**src/hdl/fqmc_pkg.sv**
```systemverilog
package fqmc_pkg;

    localparam int VALUE_W   = 32;
    localparam int REP_W     = 5;
    localparam int SIZE_W    = 5;
    localparam int S_TDATA_W = 40;
    localparam int M_TDATA_W = 80;

    localparam logic signed [VALUE_W-1:0] EMPTY_MARK = -32'sd9999;

    typedef enum logic [1:0] {
        KIND_ENQ = 2'd0,
        KIND_DEQ = 2'd1,
        KIND_CNT = 2'd2,
        KIND_REP = 2'd3
    } req_kind_t;

    typedef enum logic [4:0] {
        S_IDLE  = 5'b00001,
        S_PUSH  = 5'b00010,
        S_SCAN  = 5'b00100,
        S_FETCH = 5'b01000,
        S_LOAD  = 5'b10000
    } state_t;

    typedef struct packed {
        logic                      overflow;
        logic [SIZE_W-1:0]         match_count;
        logic [SIZE_W-1:0]         queue_size;
        logic signed [VALUE_W-1:0] tail_value;
        logic signed [VALUE_W-1:0] head_value;
    } result_t;

endpackage

```
**src/hdl/fqmc_store.sv**
```systemverilog
module fqmc_store
    import fqmc_pkg::*;
#(
    parameter int DEPTH = 16,
    parameter int IDX_W = 4
)
(
    input  logic                      clk,
    input  logic                      we,
    input  logic [IDX_W-1:0]          waddr,
    input  logic signed [VALUE_W-1:0] wdata,
    input  logic [IDX_W-1:0]          raddr_a,
    input  logic [IDX_W-1:0]          raddr_b,
    output logic signed [VALUE_W-1:0] rdata_a,
    output logic signed [VALUE_W-1:0] rdata_b
);

    logic signed [VALUE_W-1:0] mem [DEPTH];
    logic signed [VALUE_W-1:0] rdata_a_reg;
    logic signed [VALUE_W-1:0] rdata_b_reg;

    always_ff @(posedge clk)
    begin
        if (we)
        begin
            mem[waddr] <= wdata;
        end
        rdata_a_reg <= mem[raddr_a];
        rdata_b_reg <= mem[raddr_b];
    end

    assign rdata_a = rdata_a_reg;
    assign rdata_b = rdata_b_reg;

endmodule

```
**src/hdl/fqmc_seq.sv**
```systemverilog
module fqmc_seq
    import fqmc_pkg::*;
#(
    parameter int QUEUE_DEPTH = 16,
    parameter int IDX_W       = 4,
    parameter int CNT_W       = 5
)
(
    input  logic                      clk,
    input  logic                      rst_n,
    input  logic                      in_valid,
    output logic                      in_ready,
    input  req_kind_t                 in_kind,
    input  logic signed [VALUE_W-1:0] in_value,
    input  logic [REP_W-1:0]          in_repeat,
    input  logic                      out_free,
    output logic                      res_load,
    output result_t                   res,
    output logic                      st_we,
    output logic [IDX_W-1:0]          st_waddr,
    output logic signed [VALUE_W-1:0] st_wdata,
    output logic [IDX_W-1:0]          st_raddr_a,
    output logic [IDX_W-1:0]          st_raddr_b,
    input  logic signed [VALUE_W-1:0] st_rdata_a,
    input  logic signed [VALUE_W-1:0] st_rdata_b
);

    state_t                    state_reg,  state_next;
    logic [IDX_W-1:0]          head_reg,   head_next;
    logic [IDX_W-1:0]          tail_reg,   tail_next;
    logic [CNT_W-1:0]          count_reg,  count_next;
    logic [IDX_W-1:0]          pos_reg,    pos_next;
    logic [CNT_W-1:0]          scan_reg,   scan_next;
    logic [REP_W-1:0]          remain_reg, remain_next;
    logic signed [VALUE_W-1:0] value_reg,  value_next;
    logic [CNT_W-1:0]          match_reg,  match_next;
    logic                      drop_reg,   drop_next;
    logic                      cmp_reg,    cmp_next;
    logic                      empty;

    function automatic logic [IDX_W-1:0] wrap_next(input logic [IDX_W-1:0] i);
        wrap_next = (i == IDX_W'(QUEUE_DEPTH - 1)) ? '0 : i + 1'b1;
    endfunction

    assign in_ready = (state_reg == S_IDLE);

    always_comb
    begin
        state_next  = state_reg;
        head_next   = head_reg;
        tail_next   = tail_reg;
        count_next  = count_reg;
        pos_next    = pos_reg;
        scan_next   = scan_reg;
        remain_next = remain_reg;
        value_next  = value_reg;
        match_next  = match_reg;
        drop_next   = drop_reg;
        cmp_next    = 1'b0;
        st_we       = 1'b0;
        res_load    = 1'b0;

        // compare unit: result of the read issued last cycle
        if (cmp_reg && (st_rdata_a == value_reg))
        begin
            match_next = match_reg + 1'b1;
        end

        case (state_reg)
            S_IDLE:
            begin
                if (in_valid)
                begin
                    value_next = in_value;
                    match_next = '0;
                    drop_next  = 1'b0;
                    case (in_kind)
                        KIND_ENQ:
                        begin
                            remain_next = REP_W'(1);
                            state_next  = S_PUSH;
                        end
                        KIND_REP:
                        begin
                            remain_next = in_repeat;
                            state_next  = S_PUSH;
                        end
                        KIND_DEQ:
                        begin
                            if (count_reg != '0)
                            begin
                                head_next  = wrap_next(head_reg);
                                count_next = count_reg - 1'b1;
                            end
                            state_next = S_FETCH;
                        end
                        KIND_CNT:
                        begin
                            pos_next   = head_reg;
                            scan_next  = '0;
                            state_next = S_SCAN;
                        end
                        default:
                        begin
                            state_next = S_FETCH;
                        end
                    endcase
                end
            end
            S_PUSH:
            begin
                if (remain_reg == '0)
                begin
                    state_next = S_FETCH;
                end
                else if (count_reg == CNT_W'(QUEUE_DEPTH))
                begin
                    // remaining copies do not fit
                    drop_next  = 1'b1;
                    state_next = S_FETCH;
                end
                else
                begin
                    st_we       = 1'b1;
                    tail_next   = wrap_next(tail_reg);
                    count_next  = count_reg + 1'b1;
                    remain_next = remain_reg - 1'b1;
                end
            end
            S_SCAN:
            begin
                if (scan_reg == count_reg)
                begin
                    state_next = S_FETCH;
                end
                else
                begin
                    cmp_next  = 1'b1;
                    pos_next  = wrap_next(pos_reg);
                    scan_next = scan_reg + 1'b1;
                end
            end
            S_FETCH:
            begin
                state_next = S_LOAD;
            end
            S_LOAD:
            begin
                if (out_free)
                begin
                    res_load   = 1'b1;
                    state_next = S_IDLE;
                end
            end
            default:
            begin
                state_next = S_IDLE;
            end
        endcase
    end

    assign st_waddr   = tail_reg;
    assign st_wdata   = value_reg;
    assign st_raddr_a = (state_reg == S_SCAN) ? pos_reg : head_reg;
    assign st_raddr_b = (tail_reg == '0) ? IDX_W'(QUEUE_DEPTH - 1) : tail_reg - 1'b1;

    assign empty           = (count_reg == '0);
    assign res.head_value  = empty ? EMPTY_MARK : st_rdata_a;
    assign res.tail_value  = empty ? EMPTY_MARK : st_rdata_b;
    assign res.queue_size  = SIZE_W'(count_reg);
    assign res.match_count = SIZE_W'(match_reg);
    assign res.overflow    = drop_reg;

    always_ff @(posedge clk or negedge rst_n)
    begin
        if (!rst_n)
        begin
            state_reg <= S_IDLE;
            head_reg  <= '0;
            tail_reg  <= '0;
            count_reg <= '0;
            cmp_reg   <= 1'b0;
        end
        else
        begin
            state_reg <= state_next;
            head_reg  <= head_next;
            tail_reg  <= tail_next;
            count_reg <= count_next;
            cmp_reg   <= cmp_next;
        end
    end

    always_ff @(posedge clk)
    begin
        pos_reg    <= pos_next;
        scan_reg   <= scan_next;
        remain_reg <= remain_next;
        value_reg  <= value_next;
        match_reg  <= match_next;
        drop_reg   <= drop_next;
    end

endmodule

```
**src/hdl/fifo_queue_with_match_count.sv**
```systemverilog
// bounded fifo of signed 32-bit words with a match counter
// input channel s_*: s_tuser carries the request kind (enqueue, dequeue, count,
// repeated enqueue), s_tdata the value and the repeat count
// output channel m_*: one item per request with head, tail, size, match count
// and the overflow flag; head and tail read -9999 while the queue is empty
// an item is taken when s_tvalid and s_tready are high at the same edge;
// s_tready is low while a request is in progress
// each request passes through its states before the next accept: a dequeue goes
// to fetch and load; an enqueue or repeated enqueue writes its copies in push,
// stopping when the queue is full, then fetch and load; a count scans every
// stored entry, then fetch and load; m_tvalid rises as s_tready returns high
// the store has one write and two read ports, so the repeated enqueue writes
// one copy per cycle and the count compares one entry per cycle
// the result waits in an output register, so a new request is taken while
// the receiver stalls; the following result waits until that register drains
// reset empties the queue and drops any pending result; store contents are
// not cleared, only written entries are ever read
module fifo_queue_with_match_count
    import fqmc_pkg::*;
#(
    parameter int QUEUE_DEPTH = 16
)
(
    input  logic                 clk,
    input  logic                 rst_n,
    input  logic                 s_tvalid,
    output logic                 s_tready,
    input  logic [S_TDATA_W-1:0] s_tdata,   // value[31:0], repeat_count[36:32]
    input  logic [1:0]           s_tuser,   // req_type[1:0]
    output logic                 m_tvalid,
    input  logic                 m_tready,
    output logic [M_TDATA_W-1:0] m_tdata    // head_value[31:0], tail_value[63:32],
                                            // queue_size[68:64], match_count[73:69],
                                            // overflow[74]
);

    localparam int IDX_W = (QUEUE_DEPTH > 1) ? $clog2(QUEUE_DEPTH) : 1;
    localparam int CNT_W = $clog2(QUEUE_DEPTH + 1);

    logic                      out_free;
    logic                      res_load;
    result_t                   res;
    logic                      st_we;
    logic [IDX_W-1:0]          st_waddr;
    logic signed [VALUE_W-1:0] st_wdata;
    logic [IDX_W-1:0]          st_raddr_a;
    logic [IDX_W-1:0]          st_raddr_b;
    logic signed [VALUE_W-1:0] st_rdata_a;
    logic signed [VALUE_W-1:0] st_rdata_b;
    logic                      m_tvalid_reg, m_tvalid_next;
    logic [M_TDATA_W-1:0]      m_tdata_reg,  m_tdata_next;

    fqmc_seq #(
        .QUEUE_DEPTH (QUEUE_DEPTH),
        .IDX_W       (IDX_W),
        .CNT_W       (CNT_W)
    ) u_seq (
        .clk        (clk),
        .rst_n      (rst_n),
        .in_valid   (s_tvalid),
        .in_ready   (s_tready),
        .in_kind    (req_kind_t'(s_tuser)),
        .in_value   (s_tdata[VALUE_W-1:0]),
        .in_repeat  (s_tdata[VALUE_W+REP_W-1:VALUE_W]),
        .out_free   (out_free),
        .res_load   (res_load),
        .res        (res),
        .st_we      (st_we),
        .st_waddr   (st_waddr),
        .st_wdata   (st_wdata),
        .st_raddr_a (st_raddr_a),
        .st_raddr_b (st_raddr_b),
        .st_rdata_a (st_rdata_a),
        .st_rdata_b (st_rdata_b)
    );

    fqmc_store #(
        .DEPTH (QUEUE_DEPTH),
        .IDX_W (IDX_W)
    ) u_store (
        .clk     (clk),
        .we      (st_we),
        .waddr   (st_waddr),
        .wdata   (st_wdata),
        .raddr_a (st_raddr_a),
        .raddr_b (st_raddr_b),
        .rdata_a (st_rdata_a),
        .rdata_b (st_rdata_b)
    );

    assign out_free = !m_tvalid_reg || m_tready;

    always_comb
    begin
        m_tvalid_next = m_tvalid_reg;
        m_tdata_next  = m_tdata_reg;
        if (res_load)
        begin
            m_tvalid_next = 1'b1;
            m_tdata_next  = M_TDATA_W'(res);
        end
        else if (m_tready)
        begin
            m_tvalid_next = 1'b0;
        end
    end

    always_ff @(posedge clk or negedge rst_n)
    begin
        if (!rst_n)
        begin
            m_tvalid_reg <= 1'b0;
        end
        else
        begin
            m_tvalid_reg <= m_tvalid_next;
        end
    end

    always_ff @(posedge clk)
    begin
        m_tdata_reg <= m_tdata_next;
    end

    assign m_tvalid = m_tvalid_reg;
    assign m_tdata  = m_tdata_reg;

endmodule

```
**config.mk**
```make
export PLATFORM = sky130hd
export DESIGN_NAME = fifo_queue_with_match_count
export DESIGN_NICKNAME = d
export VERILOG_FILES = /design/src/hdl/fqmc_pkg.sv /design/src/hdl/fqmc_store.sv /design/src/hdl/fqmc_seq.sv /design/src/hdl/fifo_queue_with_match_count.sv
export SDC_FILE = /design/constraint.sdc
export NUM_CORES = 1
export LEC_CHECK = 0
export BUFFER_PORTS_ARGS = -buffer_cell sky130_fd_sc_hd__buf_2
export CAP_MARGIN = 20
export CORE_MARGIN = 1.5
export CORE_UTILIZATION = 43
export CTS_CLUSTER_DIAMETER = 80
export DETAILED_ROUTE_END_ITERATION = 10
export GPL_TIMING_DRIVEN = 0
export PLACE_DENSITY = 0.62
export SETUP_SLACK_MARGIN = 0.4
export SKIP_CTS_REPAIR_TIMING = 1
export SKIP_LAST_GASP = 1
export SYNTH_ARGS = -nofsm -noshare
export SYNTH_HDL_FRONTEND = slang
export SYNTH_SLANG_ARGS = --single-unit
```
**constraint.sdc**
```tcl
create_clock -name clk -period 7 [get_ports clk]
set_input_delay 0.35 -clock clk [delete_from_list [all_inputs] [get_ports clk]]
set_output_delay 0.35 -clock clk [all_outputs]
set_load 0.03 [all_outputs]
```
==> out/results.ini <==
[setup_path]
cpPeakStageDelay_ns = 0.88
arrival_ns = 4.93
timing.rr.end = u_store.rdata_b[18]$_DFF_P_
cp.required_ns = 7.43
critPathKind = reg2reg
critical_path.reg2reg.startpoint = u_seq.st_waddr[0]$_DFFE_PN0P_
worst_setup_path_start_kind = register
regToRegSetupSlack_ns = 2.50
crit_path_cell_trace = inv_1, ha_1, clkbuf_1, clkbuf_1, clkbuf_1, mux4_2, mux2i_1, a21oi_1
critPathCaptureType = register
crit_top_cell = clkbuf_1
worstPathMaxFanout = 10
reg2reg_depth = 8
cpMaxStageDelayCell = clkbuf_1

[worst_hold_path]
min_path_cells = 3
hold_end = u_seq.remain_reg[1]$_DFFE_PP_
hp-start = s_tdata[33]
hold_path.class = in2reg

[cts]
cts_tree = yes
htreeDepth = 3
cts.sinks = 723
cts_buffers = 81
path_clk_slew_ns = 0.06
cts_root_buf = clkbuf_16
clock_latency_ns = 0.65
clockBufferDepth = 3

[timing]
slew_viol_final = 0
tns_ns = 0
period_needed_ns = 4.50
clock_skew_ns = 0.0311
period_share = 0.643
rsz0062_at_grt = false
maxSlewHeadroom = 0.152
hold_violations = 0
worst_pin_slew_ns = 1.27
setup_viol = 0
max_freq_ghz = 0.222

[pwr]
vdd_drop_max_mv = 0.252
p_leak_uw = 0.0138
sw_frac_of_total = 0.412
internal_power_uw = 10700
seq_power_share = 0.319
power_uw = 18300
p_switching_uw = 7520
p_clk_frac = 0.234
p_comb_frac = 0.447
power_density_mw_per_mm2 = 469

[grt]
antenna_found_initial = 3
grt_pass1_vias = 23800
globalRouteTotalUtil = 0.295
grt_max_degree = 41
grt_pass1_wl_um = 165000
grt_overflow = 0

[placement]
post-dp-hpwl_um = 80200
routabilityCongestion = 0.932
port_buffers = 119
dp_cells = 3643

[floorplanning]
io_pins = 128
fp.dieArea_mm2 = 0.0792
core_area_mm2 = 0.0763
start_util = 0.437
fp.dieH_um = 281
die_w_um = 281
rows = 101

[yosys]
syn_area_mm2 = 0.0333
yosys_warnings = 0
syn_inst = 2438
yosysMostFrequentCell = edfxtp_1
synthArstFlopShare = 0.0277
ys_ff_latch = 723
yosys.cell_types.count = 74
ys_seq_area_frac = 0.628
synth_common_cells = edfxtp_1 (634), nand2_1 (242), inv_1 (149)
synth_area_leader_cell = edfxtp_1
synthFlopType = edfxtp_1
synth_enable_flop_cells = 634
syn_area_per_cell_um2 = 13.7
synth_top_area_frac = 0.571
synthTopCellsByArea = edfxtp_1 (57%), mux4_2 (8.6%), dfxtp_1 (4.1%)

[drt]
drc = 0
dr.first_iter.drc_count = 3633
drt_first_pass_iters = 10
wire_per_inst_um = 30.7
routed_wl_um = 118000
vias = 24300
antenna_left = 0
vias_per_cell = 6.33

[layout]
layout-drive-gt1-share = 0.198
syn2layout_area_growth_pct = 16.9
largest_register_ffs = 512
fin_cells = 3832
post-route-util = 0.511
fin_nets = 2798

[flow_run]
maxCapViolCount = 0

[run_status]
run_status = completed

-- worst max path at each step --
stage	cells past startpoint	end	start	slack (ns)
after floorplan	5	u_store.mem[3][0]$_DFFE_PP_	u_seq.state_reg[3]$_DFFE_PN0P_	2.26
after global placement	5	u_store.mem[0][16]$_DFFE_PP_	u_seq.state_reg[3]$_DFFE_PN0P_	-2.50
after detailed placement	8	u_store.rdata_b[18]$_DFF_P_	u_seq.st_waddr[0]$_DFFE_PN0P_	2.75
after CTS	8	u_store.rdata_b[18]$_DFF_P_	u_seq.st_waddr[0]$_DFFE_PN0P_	2.73
after global routing	8	u_store.rdata_b[21]$_DFF_P_	u_seq.st_waddr[0]$_DFFE_PN0P_	2.57
final	8	u_store.rdata_b[18]$_DFF_P_	u_seq.st_waddr[0]$_DFFE_PN0P_	2.50
-- layout make-up --
cell class / instances / area (µm²)
Buffer: 191 / 885
Sequential cell: 723 / 20900
Clock buffer: 122 / 2400
Antenna cell: 2 / 5.00
Inverter: 151 / 568
Fill cell: 6587 / 37400
Clock inverter: 29 / 253
Multi-Input combinational cell: 1377 / 11100
Tap cell: 1030 / 1290
Timing Repair Buffer: 207 / 1590
-- critical path, delay by kind of cell (launching register included) --
kind | cells | cell delay (ns)
DFF | 1 | 0.44
AOI/OAI and AO/OA | 1 | 0.14
adders and majority gates | 1 | 0.49
buffers and inverters | 4 | 2.65
muxes | 2 | 0.56
-- cells in the final DEF (no fill, tap or decap), drive strengths merged, types with 34 or more instances in the layout --
master       synthesis  routed
edfxtp             634     634
buf                 74     247
nand2              244     244
clkbuf             117     239
inv                150     152
o21ai              145     145
mux4               128     128
a211oi              96      96
nand3               79      79
a21oi               79      79
dfxtp               69      69
and3                66      66
nand2b              54      54
xnor2               40      40
mux2i               39      39
nor2b               34      34
mux2                34      34
dlygate4sd3          0      34
-- per-stage QoR --
| stage | hold slack, ns | worst slack [ns] | instance area (µm²) |
|---|---|---|---|
| finish | 0.0363 | 2.50 | 39000 |
| global route | 0.0616 | 2.57 | 39000 |
| CTS | -0.316 | 2.73 | 38600 |
| detailed placement | 0.349 | 2.75 | 36000 |
| global placement | 0.334 | -2.50 | 35200 |
| floorplan | 0.0544 | 2.26 | 33300 |
-- layer usage --
metal,vias to the layer above,track usage,routed length (µm)
met1,12200,0.376,43900
met2,1676,0.466,53800
met5,-,0.00305,13
met3,340,0.0788,13600
met4,2,0.144,6160
li1,10000,-,-
-- cell families after synthesis --
kind of cell             Yosys count  share of synthesized area
AO/OA/AOI/OAI                    543                      0.114
XOR/XNOR                          50                     0.0131
adder cells (fa/ha/maj)           20                    0.00773
buffers and inverters            342                     0.0435
flip-flops                       723                      0.628
multiplexers                     201                      0.110
other                              1                   0.000113
AND/OR/NAND/NOR                  558                     0.0837
-- power groups by stage --
stage          Clock [µW]  Combinational (µW)  Sequential [µW]
2_1_floorplan           0                4760             5790
3_3_place_gp            0                7680             5910
3_5_place_dp            0                7840             5910
4_1_cts              4310                7890             5830
5_1_grt              4470                8400             5880
6_report             4280                8160             5840
No activity file was read; power rests on OpenSTA's default activity.
